==> config.mk <==
export PLATFORM = sky130hd
export DESIGN_NAME = cta_ram
export DESIGN_NICKNAME = d
export VERILOG_FILES = /design/src/rtl/cta_ram.sv
export SDC_FILE = /design/constraint.sdc
export NUM_CORES = 1
export LEC_CHECK = 0
export BUFFER_PORTS_ARGS = -buffer_cell sky130_fd_sc_hd__buf_2
export CORE_ASPECT_RATIO = 1.75
export CORE_MARGIN = 5
export CORE_UTILIZATION = 29
export DETAILED_ROUTE_END_ITERATION = 8
export GPL_TIMING_DRIVEN = 0
export PLACE_DENSITY = 0.44
export SLEW_MARGIN = 20
export SYNTH_ARGS = -nofsm -noshare
export SYNTH_HDL_FRONTEND = slang
export SYNTH_SLANG_ARGS = --single-unit
==> constraint.sdc <==
create_clock -name clk_i -period 4.8 [get_ports clk_i]
set_input_delay 0.96 -clock clk_i [delete_from_list [all_inputs] [get_ports clk_i]]
set_output_delay 0.96 -clock clk_i [all_outputs]
set_load 0.02 [all_outputs]
==> src/rtl/cta_ram.sv <==
`timescale 1ns / 1ps
// ----------------------------------------------------------------------------
// cta_ram
// Simple dual-port synchronous RAM, one write and one registered read port.
// ----------------------------------------------------------------------------
module cta_ram #(
  parameter int Width = 8,
  parameter int Depth = 16,
  localparam int AddrW = $clog2(Depth)
) (
  input  logic             clk_i,
  input  logic             we_i,
  input  logic [AddrW-1:0] waddr_i,
  input  logic [Width-1:0] wdata_i,
  input  logic             re_i,
  input  logic [AddrW-1:0] raddr_i,
  output logic [Width-1:0] rdata_o
);

  logic [Width-1:0] mem [Depth];
  logic [Width-1:0] rdata_q;

  // write port
  always_ff @(posedge clk_i) begin
    if (we_i) begin
      mem[waddr_i] <= wdata_i;
    end
  end

  // read port, data holds until the next read
  always_ff @(posedge clk_i) begin
    if (re_i) begin
      rdata_q <= mem[raddr_i];
    end
  end

  assign rdata_o = rdata_q;

endmodule

==> impl_results.md, run 1 <==
- Max Cap Viol: 0
- Clk buf depth: 2
- Power per Cell Area: 461.7 nW/um^2
- H-tree Lvls: 4
- RR Startpoint: mem[1][2]$_DFFE_PP_
- CP required: 4.83 ns
- IO Port Bufs: 25
- Slew of the pin with the lowest slew margin: 0.8537 ns
- Synth warn: 0
- Placed cell areas: ~5700 sq um
- Yosys cell types: 18
- Initial antenna violation count: 0
- Slew Viols, Final: 0
- Fin crit period: 2.258 ns
- Cts bufs inserted: 17
- Die H: 187.6 microns
- Share of layout cells above drive strength 1: 30.53%
- Synth top area cells: edfxtp_1 78%, mux4_2 7.8%, mux4_1 7.0%
- Hold Path Class: reg -> reg
- Grt ovf: 0
- Final setup fails: 0
- Tot GR Track Use: 11.29%
- Floorplan row count: 65
- Final wirelength: 11090 microns
- Vias in the first global route: 2531
- CP arrival: about 2.3 ns
- Syn_nets: 248
- Syn_area_per_cell: 22.83 sq um
- Setup crit end kind: flip-flop
- Outcome: finished, final reports clean
- Final cell utilization of the core: 35.34%
- Netlist Area Pre-Place: 5228 sq um
- Synth top area share: 78.12%
- Sink Count: 136
- GP Congestion: around 0.8
- # placed instances: 488
- Most common cell after layout, fill and taps aside: edfxtp_1
- DIE AREA: 20920 sq um
- First-pass DRT Iterations: 4
- DR iter-0 viols: 92
- DRC: 0
- CTS tree: built
- Post-CTS setup buffer count: 0
- Detail Route Antenna Nets: 0
- DP HPWL: 7558 microns
- Area leader, netlist: edfxtp_1
- Post-synthesis register bit count: 136
- Dpl ws: a little over 2 ns
- Setup CP Type: in -> reg
- Final cell count without fillers: 519
- First-pass GRT wire length: between 15000 and 20000 microns
- Hold buffer count at CTS: 0
- Vias: 2320
- Clock skew: 0.008961 ns
- Vias per cell: roughly 4.5
- Routed wire length per instance: 21.37 microns
- Final Hold Viols: 0
- Die width: 111.5 microns
- PostCTS Resize Cnt: 0
- Proportion of synthesized chip area in sequential cells: 78.12%
- LEAKAGE: 2.064 nW
- Max VDD drop: 0.2126 mV
- Core Region: 17890 sq um
- Pin count of the biggest net entering global routing: 17
- Post-Route Setup TNS: 0 ns
- I/O Pins: 27
- Starting density of the core: ~30%
- Most frequent cells in the layout: 136 x edfxtp_1, 28 x buf_2, 18 x mux4_2
- Clk slew on worst S/H paths: 0.06 ns
- Mapped Cells: 229
- Final instance area: 6322 sq um
- Setup crit start kind: input port
- Final WS setup: 2.542 ns
- Crit. Startpoint: waddr_i[2]
- Antenna cells: 0
- Unrepaired setup endpoints after global routing: false
- CP max FO: 8
- Synth-to-Final Area Change: 20.94%
- FMAX: 442.8 MHz
- Rel. slew slack: 42.87%
- Root Buffer: clkbuf_16
- Nets: 292
- Clk_lat worst skew: between 0.4 and 0.5 ns
- Tcrit/Tclk final: 47.05%
- Min-delay src: mem[14][2]$_DFFE_PP_
-- cell usage after synthesis --
library cell and n:
edfxtp_1 136, mux4_2 18, a22oi_1 16, mux4_1 14, nor2_1 13, nand2_1 9, nor3_1 4, buf_2 3
buf_6 3, clkdlybuf4s25_2 3, nand2b_1 2, nand3b_1 2, and2_1 1, and2b_1 1, buf_4 1, nand3_1 1
nor2b_1 1, or3b_2 1
-- power by group --
group | leakage [nW] | internal [mW] | switching (mW)
sequential | 1.24 | 1.34 | 0.00492
combinational | 0.523 | 0.0519 | 0.0845
clock | 0.306 | 0.968 | 0.471
total | 2.06 | 2.36 | 0.561
-- registers in the layout, indices dropped and copies added, names as in the netlist --
register and count:
mem 128, rdata_o 8
-- critical path: stages --
cell and delay (ns):
buf_2 0.11, or3b_2 0.53, nor2_1 0.68
-- routing by layer --
layer | vias to the layer above | global-route usage, % | part of all wire [%]
li1 | 1070 | - | -
met1 | 1196 | 12.51 | 39
met2 | 44 | 20.15 | 56
met3 | 10 | 2.454 | 2.4
met4 | 0 | 5.761 | 2.1
met5 | - | 0 | 0
-- final cells by class --
class / instances / area (sq um)
fill: 1716 / 11570
timing repair buffer: 25 / 125.1
multi-input combinational: 83 / 1077
clock buffer: 18 / 429.2
buffer: 10 / 86.33
tap: 234 / 292.8
sequential: 136 / 4084
clock inverter: 13 / 227.7
-- kinds of logic after synthesis --
group / count (synthesis) / synth area share [%]
flip-flops: 136 / 78.12
AO/OA/AOI/OAI: 16 / 2.298
multiplexers: 32 / 14.79
buffers and inverters: 10 / 1.651
AND/OR/NAND/NOR: 35 / 3.136
-- metrics by stage --
stage               hold WS (ns)  power (mW)
floorplan                 0.7048       1.443
global placement          0.7501       1.506
detailed placement        0.7504       1.511
CTS                       0.7645       2.955
global route              0.8038       3.012
finish                    0.7641       2.919
-- path summary, 6_finish.rpt --
| check | endpoint | slack (ns) | depth (start not counted) |
|---|---|---|---|
| hold reg to reg | rdata_o[2]$_DFFE_PP_ | 0.76 | 3 |
| hold / removal | rdata_o[2]$_DFFE_PP_ | 0.76 | 3 |
| setup reg to reg | rdata_o[2]$_DFFE_PP_ | 3.23 | 3 |
| setup / recovery | mem[3][5]$_DFFE_PP_ | 2.54 | 3 |
Power figures use the tool's default switching activity.
==> run 2: changes to the inputs <==
--- a/config.mk
+++ b/config.mk
@@ -11,7 +11,7 @@
 export CORE_UTILIZATION = 29
 export DETAILED_ROUTE_END_ITERATION = 8
 export GPL_TIMING_DRIVEN = 0
-export PLACE_DENSITY = 0.44
+export PLACE_DENSITY = 0.45
 export SLEW_MARGIN = 20
 export SYNTH_ARGS = -nofsm -noshare
 export SYNTH_HDL_FRONTEND = slang
==> constraint.sdc (replaced) <==
create_clock -name clk_i -period 2.06 [get_ports clk_i]
set_input_delay 0.412 -clock clk_i [delete_from_list [all_inputs] [get_ports clk_i]]
set_output_delay 0.412 -clock clk_i [all_outputs]
set_load 0.02 [all_outputs]
==> run 2 against run 1 <==
Non-clock buffer count unchanged. Total power increased by 130%. Cell area unchanged. Critical path depth did not move. Register-to-register slack lost 2.8 ns. Utilization did not move. Global-route usage hardly changed. Critical path type unchanged. Critical endpoint is now mem[3][3]$_DFFE_PP_. Largest power group unchanged. Highest routed layer unchanged.
==> impl_results.md, run 2 (same netlist as run 1, synthesis figures left out) <==
- Outcome: finished, final reports clean (unchanged)
- I/O Pins: 27 (unchanged)
- Min-delay src: re_i (was mem[14][2]$_DFFE_PP_)
- Sink Count: 136 (unchanged)
- Hold worst-path end: rdata_o[3]$_DFFE_PP_ (was rdata_o[2]$_DFFE_PP_)
- Clk slew on worst S/H paths: 0.06 ns (about the same)
- Die H: 187.6 microns (unchanged)
- Final Hold Viols: 0 (unchanged)
- H-tree Lvls: 4 (unchanged)
- Cts bufs inserted: 17 (unchanged)
- Initial antenna violation count: 0 (unchanged)
- Max Cap Viol: 0 (unchanged)
- Synth-to-Final Area Change: 20.94% (unchanged)
- Clk_lat worst skew: 0.41 ns (about the same)
- CTS tree: built (unchanged)
- Antenna cells: 0 (unchanged)
- Top delay family on crit path: simple AND/OR/NAND/NOR gates (unchanged)
- Reg2reg path depth: 3 (unchanged)
- Reg with most FFs: mem (unchanged)
- Final wirelength: 10930 microns (was 11090 microns)
- Power per Cell Area: 1072 nW/um^2 (was 461.7 nW/um^2)
- Logic pwr share: 4.7% (about the same)
- Tcrit/Tclk final: between 80 and 90%
- Nets: 292 (unchanged)
- WHS Path Cells: 1 (was 3)
- Slew Viols, Final: 0 (unchanged)
- Pin count of the biggest net entering global routing: 17 (unchanged)
- Post-Route Setup TNS: 0 ns (unchanged)
- CP required: 2.10 ns (was 4.83 ns)
- Final setup fails: 0 (unchanged)
- DP HPWL: 7552 microns (was 7558 microns)
- Max FFs per register: 128 (unchanged)
- Setup crit end kind: flip-flop (unchanged)
- Vias: 2342 (was 2320)
- Root Buffer: clkbuf_16 (unchanged)
- Crit path buffers/inverters: 1 (unchanged)
- Die width: 111.5 microns (unchanged)
- Floorplan row count: 65 (unchanged)
- RR Startpoint: mem[1][1]$_DFFE_PP_ (was mem[1][2]$_DFFE_PP_)
- Tot GR Track Use: 11.29% (about the same)
- Hold Path Class: in -> reg (was reg -> reg)
- CP arrival: 1.72 ns (was 2.29 ns)
- Grt ovf: 0 (unchanged)
- CP max FO: 8 (unchanged)
- Pint: 5.490 mW (was 2.358 mW)
- Hold buffer count at CTS: 0 (unchanged)
- Share of layout cells above drive strength 1: 30.77% (was 30.53%)
- # placed instances: 488 (unchanged)
- LEAKAGE: 2.076 nW (was 2.064 nW)
- Rel. slew slack: 43.25% (was 42.87%)
- Max VDD drop: 0.3527 mV (was 0.2126 mV)
- First-pass DRT Iterations: 4 (unchanged)
- Starting density of the core: 29.22% (unchanged)
- R2R Setup Slk: 0.48 ns (was 3.23 ns)
- DIE AREA: 20920 sq um (unchanged)
- Clk pwr share: 49.1% (was 49.3%)
- Worst hold slack: 0.3298 ns (was 0.7641 ns)
- Seq pwr share: 46.2% (was 46.0%)
- Core Region: 17890 sq um (unchanged)
- Fin crit period: around 1.7 ns
- Final cell count without fillers: 520 (was 519)
- GP Congestion: 0.7557 (was 0.7812)
- Slowest cell on crit path: nor2_1 (unchanged)
- Most frequent cells in the layout: 136 x edfxtp_1, 28 x buf_2, 18 x mux4_2 (unchanged)
- Setup crit start kind: input port (unchanged)
- DR iter-0 viols: 123 (was 92)
- First-pass GRT wire length: 16570 microns (was 16450 microns)
- Detail Route Antenna Nets: 0 (unchanged)
- Max stage delay on crit path: 0.66 ns (was 0.68 ns)
- Vias in the first global route: 2563 (was 2531)
- Most common cell after layout, fill and taps aside: edfxtp_1 (unchanged)
- PostCTS Resize Cnt: 0 (unchanged)
- Setup CP Type: in -> reg (unchanged)
- Crit-path cells: buf_2 > or3b_2 > nor2_1 (unchanged)
- Reg-to-Reg End: rdata_o[1]$_DFFE_PP_ (was rdata_o[2]$_DFFE_PP_)
- Unrepaired setup endpoints after global routing: false (unchanged)
- IO Port Bufs: 25 (unchanged)
- Net Sw Power: 1.286 mW (was 0.5605 mW)
- Switching Fraction: 18.97% (was 19.20%)
- DRC: 0 (unchanged)
- Vias per cell: 4.504 (was 4.470)
- Routed wire length per instance: 21.02 microns (was 21.37 microns)
- Post-CTS setup buffer count: 0 (unchanged)
- FMAX: 592.5 MHz
- Slew of the pin with the lowest slew margin: 0.8481 ns (was 0.8537 ns)
- Clock skew: 0.003251 ns (was 0.008961 ns)
- Clk buf depth: 2 (unchanged)
## run 2: worst max-delay path by stage
stage                from                   to  slack, ns  cells past startpoint
6_report       waddr_i[2]  mem[3][3]$_DFFE_PP_       0.37                      3
3_5_place_dp   waddr_i[2]  mem[3][1]$_DFFE_PP_      -0.13                      3
2_1_floorplan  waddr_i[2]  mem[0][0]$_DFFE_PP_       0.16                      2
5_1_grt        waddr_i[2]  mem[2][4]$_DFFE_PP_       0.29                      3
3_3_place_gp   waddr_i[2]  mem[0][1]$_DFFE_PP_      -0.47                      3
4_1_cts        waddr_i[2]  mem[3][4]$_DFFE_PP_       0.31                      3
## run 2: worst register-to-register path, stage by stage (launching register included)
cell and delay, ns:
edfxtp_1 0.34, mux4_1 0.59, a22oi_1 0.31, nand2_1 0.09
## run 2: through the flow
step	setup WS [ns]	area (sq um)	utilization, %	total power, mW
after floorplan	0.1551	5228	-	3.362
after global placement	-0.4696	5645	31.55	3.509
after detailed placement	-0.1336	5665	31.66	3.518
after CTS	0.3070	6322	35.34	6.849
after global routing	0.2865	6322	35.34	7.002
final	0.3722	6322	35.34	6.776
## run 2: cell type report
type                       count  area (sq um)
buffer                        10         86.33
clock buffer                  17         425.4
clock inverter                15         231.5
fill                        1692         11570
multi-input combinational     83          1077
sequential                   136          4084
tap                          234         292.8
timing repair buffer          25         125.1
## run 2: power groups by stage
stage               clock network, mW  registers [mW]  logic [mW]
global route                     3.52            3.14       0.347
floorplan                           0            3.20       0.157
detailed placement                  0            3.19       0.329
finish                           3.33            3.13       0.317
CTS                              3.39            3.13       0.329
global placement                    0            3.19       0.323
## run 2: per-layer routing
layer | part of all wire (%) | vias up | GRT usage (%)
li1 | - | 1071 | -
met2 | 56 | 64 | 19.94
met4 | 3.6 | 0 | 6.417
met3 | 3.6 | 15 | 3.003
met5 | 0 | - | 0
met1 | 37 | 1192 | 12.06
