==> config.mk <==
export PLATFORM = sky130hd
export DESIGN_NAME = cta_ctrl_flat
export DESIGN_NICKNAME = d
export VERILOG_FILES = /design/src/rtl/cta_pkg.sv /design/src/rtl/cta_if.sv /design/src/rtl/cta_scan.sv /design/src/rtl/cta_ctrl.sv /design/src/flat_wrapper.sv
export SDC_FILE = /design/constraint.sdc
export NUM_CORES = 1
export LEC_CHECK = 0
export BUFFER_PORTS_ARGS = -buffer_cell sky130_fd_sc_hd__buf_2
export CAP_MARGIN = 20
export CORE_MARGIN = 8
export CORE_UTILIZATION = 25
export CTS_CLUSTER_SIZE = 24
export DETAILED_ROUTE_END_ITERATION = 8
export GPL_TIMING_DRIVEN = 0
export PLACE_DENSITY_LB_ADDON = 0.05
export SETUP_SLACK_MARGIN = 0.1
export SKIP_CTS_REPAIR_TIMING = 1
export SYNTH_ARGS = -nofsm -noshare
export SYNTH_HDL_FRONTEND = slang
export SYNTH_HIERARCHICAL = 1
export SYNTH_SLANG_ARGS = --single-unit
==> constraint.sdc <==
create_clock -name clk_i -period 15.9 [get_ports clk_i]
set_clock_uncertainty 0.1 [all_clocks]
set_input_delay 0.795 -clock clk_i [delete_from_list [all_inputs] [get_ports clk_i]]
set_output_delay 0.795 -clock clk_i [all_outputs]
set_load 0.005 [all_outputs]
==> src/rtl/cta_pkg.sv <==
`timescale 1ns / 1ps
// ----------------------------------------------------------------------------
// cta_pkg
// Shared widths, codes and record types of the command tag allocator.
// ----------------------------------------------------------------------------
package cta_pkg;

  // geometry of the id space and the busy bitmap
  localparam int MaxDepth = 1024;
  localparam int IdW      = $clog2(MaxDepth);
  localparam int DepthW   = IdW + 1;
  localparam int WordW    = 64;
  localparam int BitW     = $clog2(WordW);
  localparam int SpanW    = BitW + 1;
  localparam int NumWords = MaxDepth / WordW;
  localparam int WAddrW   = $clog2(NumWords);

  // payload widths
  localparam int KindW    = 2;
  localparam int CmdIdW   = 16;
  localparam int CtxBits  = 32;
  localparam int HdlW     = 8;
  localparam int StatusW  = 2;
  localparam int MarkW    = 2;

  // register reset value
  localparam logic [DepthW-1:0] DepthReset = DepthW'(MaxDepth);

  // request kinds
  localparam logic [KindW-1:0] KIND_ALLOC  = 2'd0;
  localparam logic [KindW-1:0] KIND_FREE   = 2'd1;
  localparam logic [KindW-1:0] KIND_CANCEL = 2'd2;

  // result status
  localparam logic [StatusW-1:0] ST_DONE  = 2'd0;
  localparam logic [StatusW-1:0] ST_BUSY  = 2'd1;
  localparam logic [StatusW-1:0] ST_RANGE = 2'd2;

  // entry marks
  localparam logic [MarkW-1:0] MARK_LIVE      = 2'd0;
  localparam logic [MarkW-1:0] MARK_CANCELLED = 2'd1;
  localparam logic [MarkW-1:0] MARK_COMPLETED = 2'd2;
  localparam logic [MarkW-1:0] MARK_INVALID   = 2'd3;

  // one entry of the tag memory
  typedef struct packed {
    logic [CtxBits-1:0] ctx;
    logic [HdlW-1:0]    hdl;
    logic [MarkW-1:0]   mark;
  } cta_entry_t;

  // one result word
  typedef struct packed {
    logic [StatusW-1:0] status;
    logic [IdW-1:0]     granted_id;
    logic [CtxBits-1:0] stored_context;
    logic [HdlW-1:0]    stored_handler;
    logic [MarkW-1:0]   context_mark;
  } cta_res_t;

  // access to the busy bitmap memory
  typedef struct packed {
    logic              re;
    logic [WAddrW-1:0] raddr;
    logic              we;
    logic [WAddrW-1:0] waddr;
    logic [WordW-1:0]  wdata;
  } cta_busy_req_t;

  // access to the tag memory
  typedef struct packed {
    logic       re;
    logic [IdW-1:0] raddr;
    logic       we;
    logic [IdW-1:0] waddr;
    cta_entry_t wdata;
  } cta_entry_req_t;

  // outcome of scanning one bitmap word
  typedef struct packed {
    logic             found;
    logic [BitW-1:0]  bit_idx;
    logic [IdW-1:0]   id;
    logic [SpanW-1:0] n;
    logic [IdW-1:0]   cur_next;
  } cta_scan_t;

endpackage

==> src/rtl/cta_if.sv <==
`timescale 1ns / 1ps
// ----------------------------------------------------------------------------
// cta_if
// Valid/ready channels of the command tag allocator: command, response and
// depth register write.
// ----------------------------------------------------------------------------
interface cta_cmd_if;
  import cta_pkg::*;

  logic                valid;
  logic                ready;
  logic [KindW-1:0]    kind;
  logic [CmdIdW-1:0]   cmd_id;
  logic [CtxBits-1:0]  context_tag;
  logic [HdlW-1:0]     handler_tag;

  modport source (output valid, kind, cmd_id, context_tag, handler_tag, input ready);
  modport sink   (input valid, kind, cmd_id, context_tag, handler_tag, output ready);
endinterface


==> src/rtl/cta_scan.sv <==
`timescale 1ns / 1ps
// ----------------------------------------------------------------------------
// cta_scan
// Evaluates one 64-bit busy word: which ids are candidates from the current
// pointer, the first clear one among them, and where the pointer goes next.
// ----------------------------------------------------------------------------
module cta_scan (
  input  logic [cta_pkg::WordW-1:0]  word_i,
  input  logic [cta_pkg::IdW-1:0]    cur_i,
  input  logic [cta_pkg::IdW-1:0]    limit_i,
  input  logic [cta_pkg::DepthW-1:0] rem_i,
  output cta_pkg::cta_scan_t         scan_o
);
  import cta_pkg::*;

  logic [BitW-1:0]   start;
  logic [SpanW-1:0]  span_word;
  logic [IdW-1:0]    span_lim;
  logic [IdW-1:0]    n0;
  logic [DepthW-1:0] n1;
  logic [SpanW-1:0]  n;
  logic [WordW-1:0]  mask;
  logic [WordW-1:0]  free_bits;
  logic [BitW-1:0]   idx;
  logic [DepthW-1:0] sum;

  // number of candidates in this word
  always_comb begin
    start     = cur_i[BitW-1:0];
    span_word = SpanW'(WordW) - {1'b0, start};
    span_lim  = (cur_i < limit_i) ? (limit_i - cur_i) : IdW'(1);
    n0        = (span_lim < IdW'(span_word)) ? span_lim : IdW'(span_word);
    n1        = (rem_i < {1'b0, n0}) ? rem_i : {1'b0, n0};
    n         = n1[SpanW-1:0];
  end

  // candidate mask and first clear bit
  always_comb begin
    mask      = (~({WordW{1'b1}} << n)) << start;
    free_bits = ~word_i & mask;
    idx       = '0;
    for (int i = WordW - 1; i >= 0; i--) begin
      if (free_bits[i]) begin
        idx = BitW'(i);
      end
    end
  end

  // pointer after the last candidate, wrapping at the limit
  always_comb begin
    sum = {1'b0, cur_i} + DepthW'(n);
    scan_o.found    = |free_bits;
    scan_o.bit_idx  = idx;
    scan_o.id       = {cur_i[IdW-1:BitW], idx};
    scan_o.n        = n;
    scan_o.cur_next = (sum >= {1'b0, limit_i}) ? '0 : sum[IdW-1:0];
  end

endmodule

==> src/rtl/cta_ctrl.sv <==
`timescale 1ns / 1ps
// ----------------------------------------------------------------------------
// cta_ctrl
// Sequencer of the allocator: clearing pass, word-by-word bitmap scan for
// allocate, and read-modify-write of the bitmap and tag memory for free and
// cancel.
// ----------------------------------------------------------------------------
module cta_ctrl (
  input  logic                        clk_i,
  input  logic                        rst_ni,
  input  logic [cta_pkg::DepthW-1:0]  depth_i,
  cta_cmd_if.sink                     cmd_i,
  output cta_pkg::cta_busy_req_t      busy_req_o,
  input  logic [cta_pkg::WordW-1:0]   busy_rdata_i,
  output cta_pkg::cta_entry_req_t     entry_req_o,
  input  cta_pkg::cta_entry_t         entry_rdata_i,
  output logic                        res_valid_o,
  input  logic                        res_ready_i,
  output cta_pkg::cta_res_t           res_o
);
  import cta_pkg::*;

  localparam logic [2:0] S_CLEAR  = 3'd0;
  localparam logic [2:0] S_IDLE   = 3'd1;
  localparam logic [2:0] S_EVAL_A = 3'd2;
  localparam logic [2:0] S_EVAL_U = 3'd3;
  localparam logic [2:0] S_PUT    = 3'd4;

  logic [2:0]         state_q, state_d;
  logic [IdW-1:0]     clr_q, clr_d;
  logic [IdW-1:0]     ptr_q, ptr_d;
  logic [IdW-1:0]     cur_q, cur_d;
  logic [DepthW-1:0]  rem_q, rem_d;
  logic [KindW-1:0]   kind_q, kind_d;
  logic [IdW-1:0]     id_q, id_d;
  logic [CtxBits-1:0] ctx_q, ctx_d;
  logic [HdlW-1:0]    hdl_q, hdl_d;
  cta_res_t           res_q, res_d;

  logic [DepthW-1:0]  limit_w;
  logic [IdW-1:0]     limit;
  cta_scan_t          scan;
  logic [DepthW-1:0]  rem_left;
  logic [DepthW-1:0]  id_inc;
  logic [IdW-1:0]     ptr_after;
  cta_entry_t         ent;

  // last pointer value before wrap is depth minus two
  assign limit_w = depth_i - DepthW'(1);
  assign limit   = limit_w[IdW-1:0];

  cta_scan u_scan (
    .word_i  (busy_rdata_i),
    .cur_i   (cur_q),
    .limit_i (limit),
    .rem_i   (rem_q),
    .scan_o  (scan)
  );

  assign rem_left  = rem_q - DepthW'(scan.n);
  assign id_inc    = {1'b0, scan.id} + DepthW'(1);
  assign ptr_after = (id_inc >= {1'b0, limit}) ? '0 : id_inc[IdW-1:0];
  assign ent       = entry_rdata_i;

  assign cmd_i.ready = (state_q == S_IDLE);
  assign res_valid_o = (state_q == S_PUT);
  assign res_o       = res_q;

  // next state and memory accesses
  always_comb begin
    state_d     = state_q;
    clr_d       = clr_q;
    ptr_d       = ptr_q;
    cur_d       = cur_q;
    rem_d       = rem_q;
    kind_d      = kind_q;
    id_d        = id_q;
    ctx_d       = ctx_q;
    hdl_d       = hdl_q;
    res_d       = res_q;
    busy_req_o  = '0;
    entry_req_o = '0;

    case (state_q)
      S_CLEAR: begin
        busy_req_o.we          = 1'b1;
        busy_req_o.waddr       = clr_q[IdW-1:BitW];
        entry_req_o.we         = 1'b1;
        entry_req_o.waddr      = clr_q;
        entry_req_o.wdata.mark = MARK_COMPLETED;
        clr_d                  = clr_q + IdW'(1);
        if (clr_q == IdW'(MaxDepth - 1)) begin
          state_d = S_IDLE;
        end
      end

      S_IDLE: begin
        if (cmd_i.valid) begin
          kind_d = cmd_i.kind;
          id_d   = cmd_i.cmd_id[IdW-1:0];
          ctx_d  = cmd_i.context_tag;
          hdl_d  = cmd_i.handler_tag;
          res_d  = '0;
          if (cmd_i.kind == KIND_ALLOC) begin
            cur_d            = ptr_q;
            rem_d            = depth_i;
            busy_req_o.re    = 1'b1;
            busy_req_o.raddr = ptr_q[IdW-1:BitW];
            state_d          = S_EVAL_A;
          end else if (cmd_i.kind == KIND_FREE || cmd_i.kind == KIND_CANCEL) begin
            if (cmd_i.cmd_id >= CmdIdW'(depth_i)) begin
              res_d.status       = ST_RANGE;
              res_d.context_mark = MARK_INVALID;
              state_d            = S_PUT;
            end else begin
              busy_req_o.re     = 1'b1;
              busy_req_o.raddr  = cmd_i.cmd_id[IdW-1:BitW];
              entry_req_o.re    = 1'b1;
              entry_req_o.raddr = cmd_i.cmd_id[IdW-1:0];
              state_d           = S_EVAL_U;
            end
          end else begin
            state_d = S_PUT;
          end
        end
      end

      // one bitmap word per cycle, next word read issued alongside
      S_EVAL_A: begin
        if (scan.found) begin
          busy_req_o.we          = 1'b1;
          busy_req_o.waddr       = cur_q[IdW-1:BitW];
          busy_req_o.wdata       = busy_rdata_i | ({{(WordW-1){1'b0}}, 1'b1} << scan.bit_idx);
          entry_req_o.we         = 1'b1;
          entry_req_o.waddr      = scan.id;
          entry_req_o.wdata.ctx  = ctx_q;
          entry_req_o.wdata.hdl  = hdl_q;
          entry_req_o.wdata.mark = MARK_LIVE;
          ptr_d                  = ptr_after;
          res_d.status           = ST_DONE;
          res_d.granted_id       = scan.id;
          state_d                = S_PUT;
        end else if (rem_left == '0) begin
          ptr_d        = scan.cur_next;
          res_d.status = ST_BUSY;
          state_d      = S_PUT;
        end else begin
          cur_d            = scan.cur_next;
          rem_d            = rem_left;
          busy_req_o.re    = 1'b1;
          busy_req_o.raddr = scan.cur_next[IdW-1:BitW];
        end
      end

      // free or cancel: return the tags of a live entry, rewrite the mark, and clear the busy bit on free
      S_EVAL_U: begin
        res_d.context_mark = ent.mark;
        if (ent.mark == MARK_LIVE) begin
          res_d.stored_context = ent.ctx;
          res_d.stored_handler = ent.hdl;
        end
        entry_req_o.we        = 1'b1;
        entry_req_o.waddr     = id_q;
        entry_req_o.wdata.ctx = ent.ctx;
        entry_req_o.wdata.hdl = ent.hdl;
        if (kind_q == KIND_FREE) begin
          entry_req_o.wdata.mark = MARK_COMPLETED;
          busy_req_o.we          = 1'b1;
          busy_req_o.waddr       = id_q[IdW-1:BitW];
          busy_req_o.wdata       = busy_rdata_i
                                   & ~({{(WordW-1){1'b0}}, 1'b1} << id_q[BitW-1:0]);
        end else begin
          entry_req_o.wdata.mark = MARK_CANCELLED;
        end
        state_d = S_PUT;
      end

      S_PUT: begin
        if (res_ready_i) begin
          state_d = S_IDLE;
        end
      end

      default: begin
        state_d = S_IDLE;
      end
    endcase
  end

  // control state
  always_ff @(posedge clk_i or negedge rst_ni) begin
    if (!rst_ni) begin
      state_q <= S_CLEAR;
      clr_q   <= '0;
      ptr_q   <= '0;
    end else begin
      state_q <= state_d;
      clr_q   <= clr_d;
      ptr_q   <= ptr_d;
    end
  end

  // working registers of the current word
  always_ff @(posedge clk_i) begin
    cur_q  <= cur_d;
    rem_q  <= rem_d;
    kind_q <= kind_d;
    id_q   <= id_d;
    ctx_q  <= ctx_d;
    hdl_q  <= hdl_d;
    res_q  <= res_d;
  end

endmodule

==> src/flat_wrapper.sv <==
// flat-port wrapper written by rule: the top's interface ports become plain ports
module cta_ctrl_flat import cta_pkg::*;
  (clk_i, rst_ni, depth_i, busy_req_o, busy_rdata_i, entry_req_o, entry_rdata_i, res_valid_o, res_ready_i, res_o, cmd_i_valid, cmd_i_kind, cmd_i_cmd_id, cmd_i_context_tag, cmd_i_handler_tag, cmd_i_ready);
  cta_cmd_if cmd_i_i ();
  input  logic clk_i;
  input  logic rst_ni;
  input  logic [cta_pkg::DepthW-1:0] depth_i;
  output cta_pkg::cta_busy_req_t busy_req_o;
  input  logic [cta_pkg::WordW-1:0] busy_rdata_i;
  output cta_pkg::cta_entry_req_t entry_req_o;
  input  cta_pkg::cta_entry_t entry_rdata_i;
  output logic res_valid_o;
  input  logic res_ready_i;
  output cta_pkg::cta_res_t res_o;
  input wire logic [$bits(cmd_i_i.valid)-1:0] cmd_i_valid;
  input wire logic [$bits(cmd_i_i.kind)-1:0] cmd_i_kind;
  input wire logic [$bits(cmd_i_i.cmd_id)-1:0] cmd_i_cmd_id;
  input wire logic [$bits(cmd_i_i.context_tag)-1:0] cmd_i_context_tag;
  input wire logic [$bits(cmd_i_i.handler_tag)-1:0] cmd_i_handler_tag;
  output wire logic [$bits(cmd_i_i.ready)-1:0] cmd_i_ready;
  assign cmd_i_i.valid = cmd_i_valid;
  assign cmd_i_i.kind = cmd_i_kind;
  assign cmd_i_i.cmd_id = cmd_i_cmd_id;
  assign cmd_i_i.context_tag = cmd_i_context_tag;
  assign cmd_i_i.handler_tag = cmd_i_handler_tag;
  assign cmd_i_ready = cmd_i_i.ready;
  cta_ctrl u_core (.clk_i(clk_i), .rst_ni(rst_ni), .depth_i(depth_i), .cmd_i(cmd_i_i), .busy_req_o(busy_req_o), .busy_rdata_i(busy_rdata_i), .entry_req_o(entry_req_o), .entry_rdata_i(entry_rdata_i), .res_valid_o(res_valid_o), .res_ready_i(res_ready_i), .res_o(res_o));
endmodule
==> results of run 1 <==
==> critical path: cells and delay by family, from the launching register on <==
kind,cells,cell delay (ns)
fa+ha+maj,3,1.01
compound gates,16,4.30
mux,1,0.40
buf+inv,12,3.50
simple gates,15,4.48
flops,1,0.41
==> final timing paths <==
path | slack (ns) | cells after the start | endpoint
max | 0.43 | 47 | busy_req_o[46]
min | 0.26 | 1 | u_core/ptr_q[7]$_DFFE_PN0P_
max reg2reg | 0.70 | 47 | u_core/ptr_q[9]$_DFFE_PN0P_
min reg2reg | 0.41 | 1 | u_core/ptr_q[2]$_DFFE_PN0P_
max in group asynchronous | 15.01 | 1 | u_core/clr_q[9]$_DFFE_PN0P_
min in group clk_i | 0.41 | 1 | u_core/ptr_q[2]$_DFFE_PN0P_
==> sequential cells by signal, summed over array words and instances, names as in the netlist, 3 cells and up <==
register	flops
u_core/clr_q	10
u_core/ctx_q	32
u_core/cur_q	10
u_core/hdl_q	8
u_core/id_q	10
u_core/ptr_q	10
u_core/rem_q	11
u_core/res_o	54
u_core/state_q	3
==> cell usage in the layout (no fill, tap or decap), types with 17 or more instances in the layout <==
cell type and count:
o22ai_1 17, buf_4 24, nor3_1 84, xnor2_1 31
nand2_1 187, mux2_2 17, edfxtp_1 127, nor2_1 200
ha_1 74, o211ai_1 61, clkbuf_2 26, o211a_1 18
or3_1 26, o21a_1 22, buf_2 394, mux2i_1 35
a31oi_1 41, nand2b_1 33, o21ai_0 178, inv_1 104
nor2b_1 29, o221ai_1 18, clkbuf_1 104, a211o_1 19
a21o_1 74, a211oi_1 42, and3_1 83, clkbuf_16 17
nand3_1 79, and2_1 25, a21oi_1 241, dfrtp_1 23
a22oi_1 21, xor2_1 17, nand4_1 23
==> metal layers <==
layer | routed length [um] | vias to the layer above | track usage
met5 | 40 | - | 0
li1 | - | 10800 | -
met2 | 64200 | 1608 | 0.492
met4 | 5970 | 8 | 0.103
met3 | 13000 | 313 | 0.0684
met1 | 60000 | 12600 | 0.413
==> stage by stage <==
step,setup slack [ns],setup TNS (ns)
after global routing,0.103,0
after floorplan,4.47,0
after global placement,-2.38,-290.17
final,0.432,0
after detailed placement,-1.50,-145.00
after CTS,-2.04,-215.11
==> cell type report <==
type	instances	area, um2	share of cell area
Antenna cell	2	5.00	0.000208
Buffer	183	860	0.0357
Clock buffer	17	425	0.0177
Clock inverter	14	138	0.00572
Inverter	113	432	0.0179
Multi-Input combinational cell	2120	14500	0.601
Sequential cell	150	4390	0.182
Tap cell	1050	1310	0.0546
Timing Repair Buffer	387	2030	0.0844
==> cell families (layout without fill, tap and decap cells) <==
group / Yosys count / in the layout / share of synthesized area
buffers and inverters: 299 / 714 / 0.0639
AOI/OAI and AO/OA: 1046 / 1046 / 0.371
DFF: 150 / 150 / 0.223
adders and majority gates: 77 / 77 / 0.0501
and+or+nand+nor: 880 / 880 / 0.229
xor gates and xnor gates: 50 / 50 / 0.0236
muxes: 64 / 64 / 0.0391
other: 1 / 5 / 0.000190
==> power by group through the flow <==
stage	Sequential, mW	Combinational (mW)	Clock [mW]
final	0.424	0.190	0.402
after floorplan	0.432	0.0934	0
after detailed placement	0.432	0.182	0
after global routing	0.424	0.202	0.426
after global placement	0.432	0.181	0
after CTS	0.424	0.183	0.412
==> impl_metrics.toml, run 1 <==
[outcome]
status = "complete, no violations"

[finish]
fillCellCount = 8614
final_area_um2 = 24100
final_nets = 3228
stdcell_count = 4036
areaGrowthSynthToFinish_pct = 22.2
utilization = 0.307
drive_above_1_share = 0.222

[place]
hpwlAfterDp_mm = 118
gp_congestion = 1.02
placed_cell_area_um2 = 23000
dp.cells = 3997
port_buffers = 372

[timing]
rsz0062_at_grt = "no"
hold_violations = 0
finalCritPeriodShare = 0.973
clock.fmax_ghz = 0.0646
drv_slew = 0
slew_headroom = 0.235
tightest_slew_ns = 1.15
finalSetupViolCount = 0
finalCriticalPeriod_ns = 15.47
holdWs_ns = 0.264

[critical_path]
endpoint_kind = "primary output"
required_ns = 15.01
worstPathArrival_ns = 14.57
worstSetupPathType = "flop to primary output"
start_kind = "flop"
slowest_stage = "a31oi_1"
reg2reg_from = "u_core/cur_q[3]$_DFFE_PP_"
cpPeakStageDelay_ns = 0.56
crit_path_start = "u_core/cur_q[3]$_DFFE_PP_"
critPathMaxFanout = 10

[grt]
globalRouteOverflowTotal = 0
grt_util_all_layers = 0.310
grt_pass1_wl_mm = 194
antenna_found_initial = 12
grt_pass1_vias = 24400
grt_max_degree = 39

[die]
die_y_um = 297
die_w_um = 297
rows = 103
core_um2 = 78500
start_util = 0.251
fp.dieArea_um2 = 88000
io_pins = 373

[power_and_ir_drop]
leakage_nw = 10.1
power_per_cell_area_nw_per_um2 = 42.2
clockPowerShare = 0.396
p_comb_frac = 0.187
p_seq_frac = 0.418
switching_share = 0.303
p_int_uw = 707
power.switching_uw = 308
max-vdd-ir-drop_mv = 0.0799
total_power_mw = 1.01

[yosys]
synth_top_area_frac = 0.194
ys_ff_latch = 150
ys.flop_type = "edfxtp_1"
synth_edf_count = 127
yosysTopAreaCell = "edfxtp_1"
netlist_area_um2 = 19700
synth_area_leaders = "edfxtp_1 19%, a21oi_1 6.2%, ha_1 4.7%, o21ai_0 4.6%, nor2_1 3.9%"
asyncSetResetFlopFracSynth = 0.153
avgSynthCellArea_um2 = 7.67
yosysWarnings = 6
yosysUniqueCellTypes = 127
yosysMostFrequentCell = "a21oi_1"
syn_inst = 2567
seq_area_frac_synth = 0.223
synth_common_cells = "243 x a21oi_1, 204 x nor2_1, 188 x nand2_1"

[clocking]
clk_pin_slew_ns = 0.07
ctsRootBufferMaster = "clkbuf_16"
cts_tree = "done"
cts_buffers = 17
clockBufferDepth = 2
cts_sinks = 150
insertion_delay_ns = 0.44
cts_max_level = 4

[routing]
ant_nets = 0
first_iter_violations = 3057
vias = 25300
routedWlPerCell_um = 35.5
wirelength_mm = 143
firstDrtPassIters = 7
drc = 0
viasPerCell = 6.26

[min_path]
hold_path_class = "input pin to asynchronous set/reset pin"

[flow_run]
cap_viol_max_count = 0
Note: power is estimated with default switching activity, not from simulation.
==> run 2, diff against run 1 <==
MAX_ROUTING_LAYER = met4   (was unset)
==> impl_metrics.toml, run 2 (same netlist as run 1, synthesis figures left out) <==
[finish]
largest_register_ff_count = 54
utilization = 0.305
drive_above_1_share = 0.219
final_nets = 3231
final_cell_mix = "397 x buf_2, 241 x a21oi_1, 200 x nor2_1"
stdcell_count = 4047
areaGrowthSynthToFinish_pct = 21.7
layout_commonest_cell = "buf_2"

[timing]
drv_slew = 0
finalCritPeriodShare = 0.969
hold_violations = 0
finalSetupViolCount = 0
rsz0062_at_grt = "no"
finalCriticalPeriod_ns = 15.40
setup_tns_ns = 0
layout_setup_ws_ns = 0.498
slew_headroom = 0.132
tightest_slew_ns = 1.29
clock.fmax_ghz = 0.0649

[routing]
first_iter_violations = 2893
firstDrtPassIters = 8
ant_nets = 0
vias = 25200
wirelength_mm = 144
routedWlPerCell_um = 35.6
viasPerCell = 6.22
drc = 0

[critical_path]
cpPeakStageDelay_ns = 0.58
crit_top_cell = "buf_2"
start_kind = "flop"
required_ns = 15.01
endpoint_kind = "primary output"
critPathMaxFanout = 11
r2r_slack_ns = 0.56
worstSetupPathType = "flop to primary output"
worst-r2r-cell-count = 52
worstPathArrival_ns = 14.51
slowest_stage = "o32ai_1"
r2r-end = "u_core/ptr_q[8]$_DFFE_PN0P_"
reg2reg_from = "u_core/cur_q[2]$_DFFE_PP_"

[clocking]
ctsRootBufferMaster = "clkbuf_16"
clockBufferDepth = 2
cts_max_level = 4
clk_pin_slew_ns = 0.08
cts_buffers = 17
cts_tree = "done"
cts_sinks = 150
insertion_delay_ns = 0.44

[power_and_ir_drop]
leakage_nw = 10.1
power_per_cell_area_nw_per_um2 = 42.3
max-vdd-ir-drop_mv = 0.0762

[grt]
grt_pass1_wl_mm = 195
grt_pass1_vias = 24400
grt_max_degree = 30
antenna_found_initial = 11
globalRouteOverflowTotal = 0
grt_util_all_layers = 0.319

[die]
io_pins = 373
fp.dieArea_um2 = 88000
rows = 103
die_y_um = 297
start_util = 0.251
die_w_um = 297
core_um2 = 78500

[place]
gp_congestion = 1.03
hpwlAfterDp_mm = 118
port_buffers = 372
dp.cells = 4003
dp_slack_ns = -1.63

[min_path]
hold_path_class = "input pin to asynchronous set/reset pin"

[outcome]
status = "complete, no violations"

[flow_run]
cap_viol_max_count = 0
==> run 2: cell count changes in the layout (fill, tap and decap cells not counted), sizes merged <==
| cell | previous run | this run |
|---|---|---|
| diode | 2 | 9 |
| clkinv | 3 | 8 |
| buf | 437 | 440 |
| inv | 119 | 117 |
| bufinv | 1 | 0 |
| clkinvlp | 4 | 3 |
==> run 2: worst max-delay path: cells and delay by family (launching register included) <==
family | cells | cell delay [ns]
compound gates | 18 | 5.08
buf+inv | 14 | 4.64
simple gates | 13 | 2.86
fa+ha+maj | 3 | 1.06
flops | 1 | 0.37
==> run 2: layout make-up <==
class	count	area, um2
well taps	1050	1310
inverters	113	432
clock buffers	17	425
flip-flops and latches	150	4390
diodes	9	22.5
repair buffers	388	2030
fillers	8729	54500
clock inverters	15	139
plain buffers	185	862
multi-input cells	2120	14400
==> run 2: stage by stage <==
stage	power (mW)	hold WS, ns	instance area [um2]
after detailed placement	0.615	0.388	23100
after global placement	0.615	0.381	22900
after global routing	1.05	0.284	24000
after floorplan	0.526	0.369	19700
final	1.01	0.256	24000
after CTS	1.02	0.258	23600
==> run 2: per-layer routing <==
| metal | routed length [um] | global-route usage | vias up | part of all wire |
|---|---|---|---|---|
| met5 | 0 | - | - | 0 |
| met4 | 5870 | 0.112 | 0 | 0.041 |
| met3 | 13100 | 0.0702 | 288 | 0.091 |
| met2 | 64800 | 0.490 | 1435 | 0.45 |
| met1 | 60300 | 0.412 | 12700 | 0.42 |
| li1 | - | - | 10800 | - |
==> run 2: worst max-delay path by stage <==
stage                                             end  depth (start not counted)                      start  slack, ns
after floorplan           u_core/ptr_q[0]$_DFFE_PN0P_                         48                 depth_i[2]       4.47
after global placement                 busy_req_o[24]                         44  u_core/cur_q[3]$_DFFE_PP_      -3.08
after detailed placement  u_core/ptr_q[9]$_DFFE_PN0P_                         46  u_core/cur_q[2]$_DFFE_PP_      -1.63
after CTS                              busy_req_o[36]                         44  u_core/cur_q[2]$_DFFE_PP_      -1.98
after global routing                  entry_req_o[51]                         47  u_core/cur_q[2]$_DFFE_PP_       0.12
final                                  busy_req_o[54]                         48  u_core/cur_q[2]$_DFFE_PP_       0.50
==> run 2: where the power goes <==
| group | switching, mW | internal, mW |
|---|---|---|
| Clock | 0.193 | 0.207 |
| Combinational | 0.126 | 0.0645 |
| Sequential | 0.000000195 | 0.424 |
| Total | 0.319 | 0.695 |
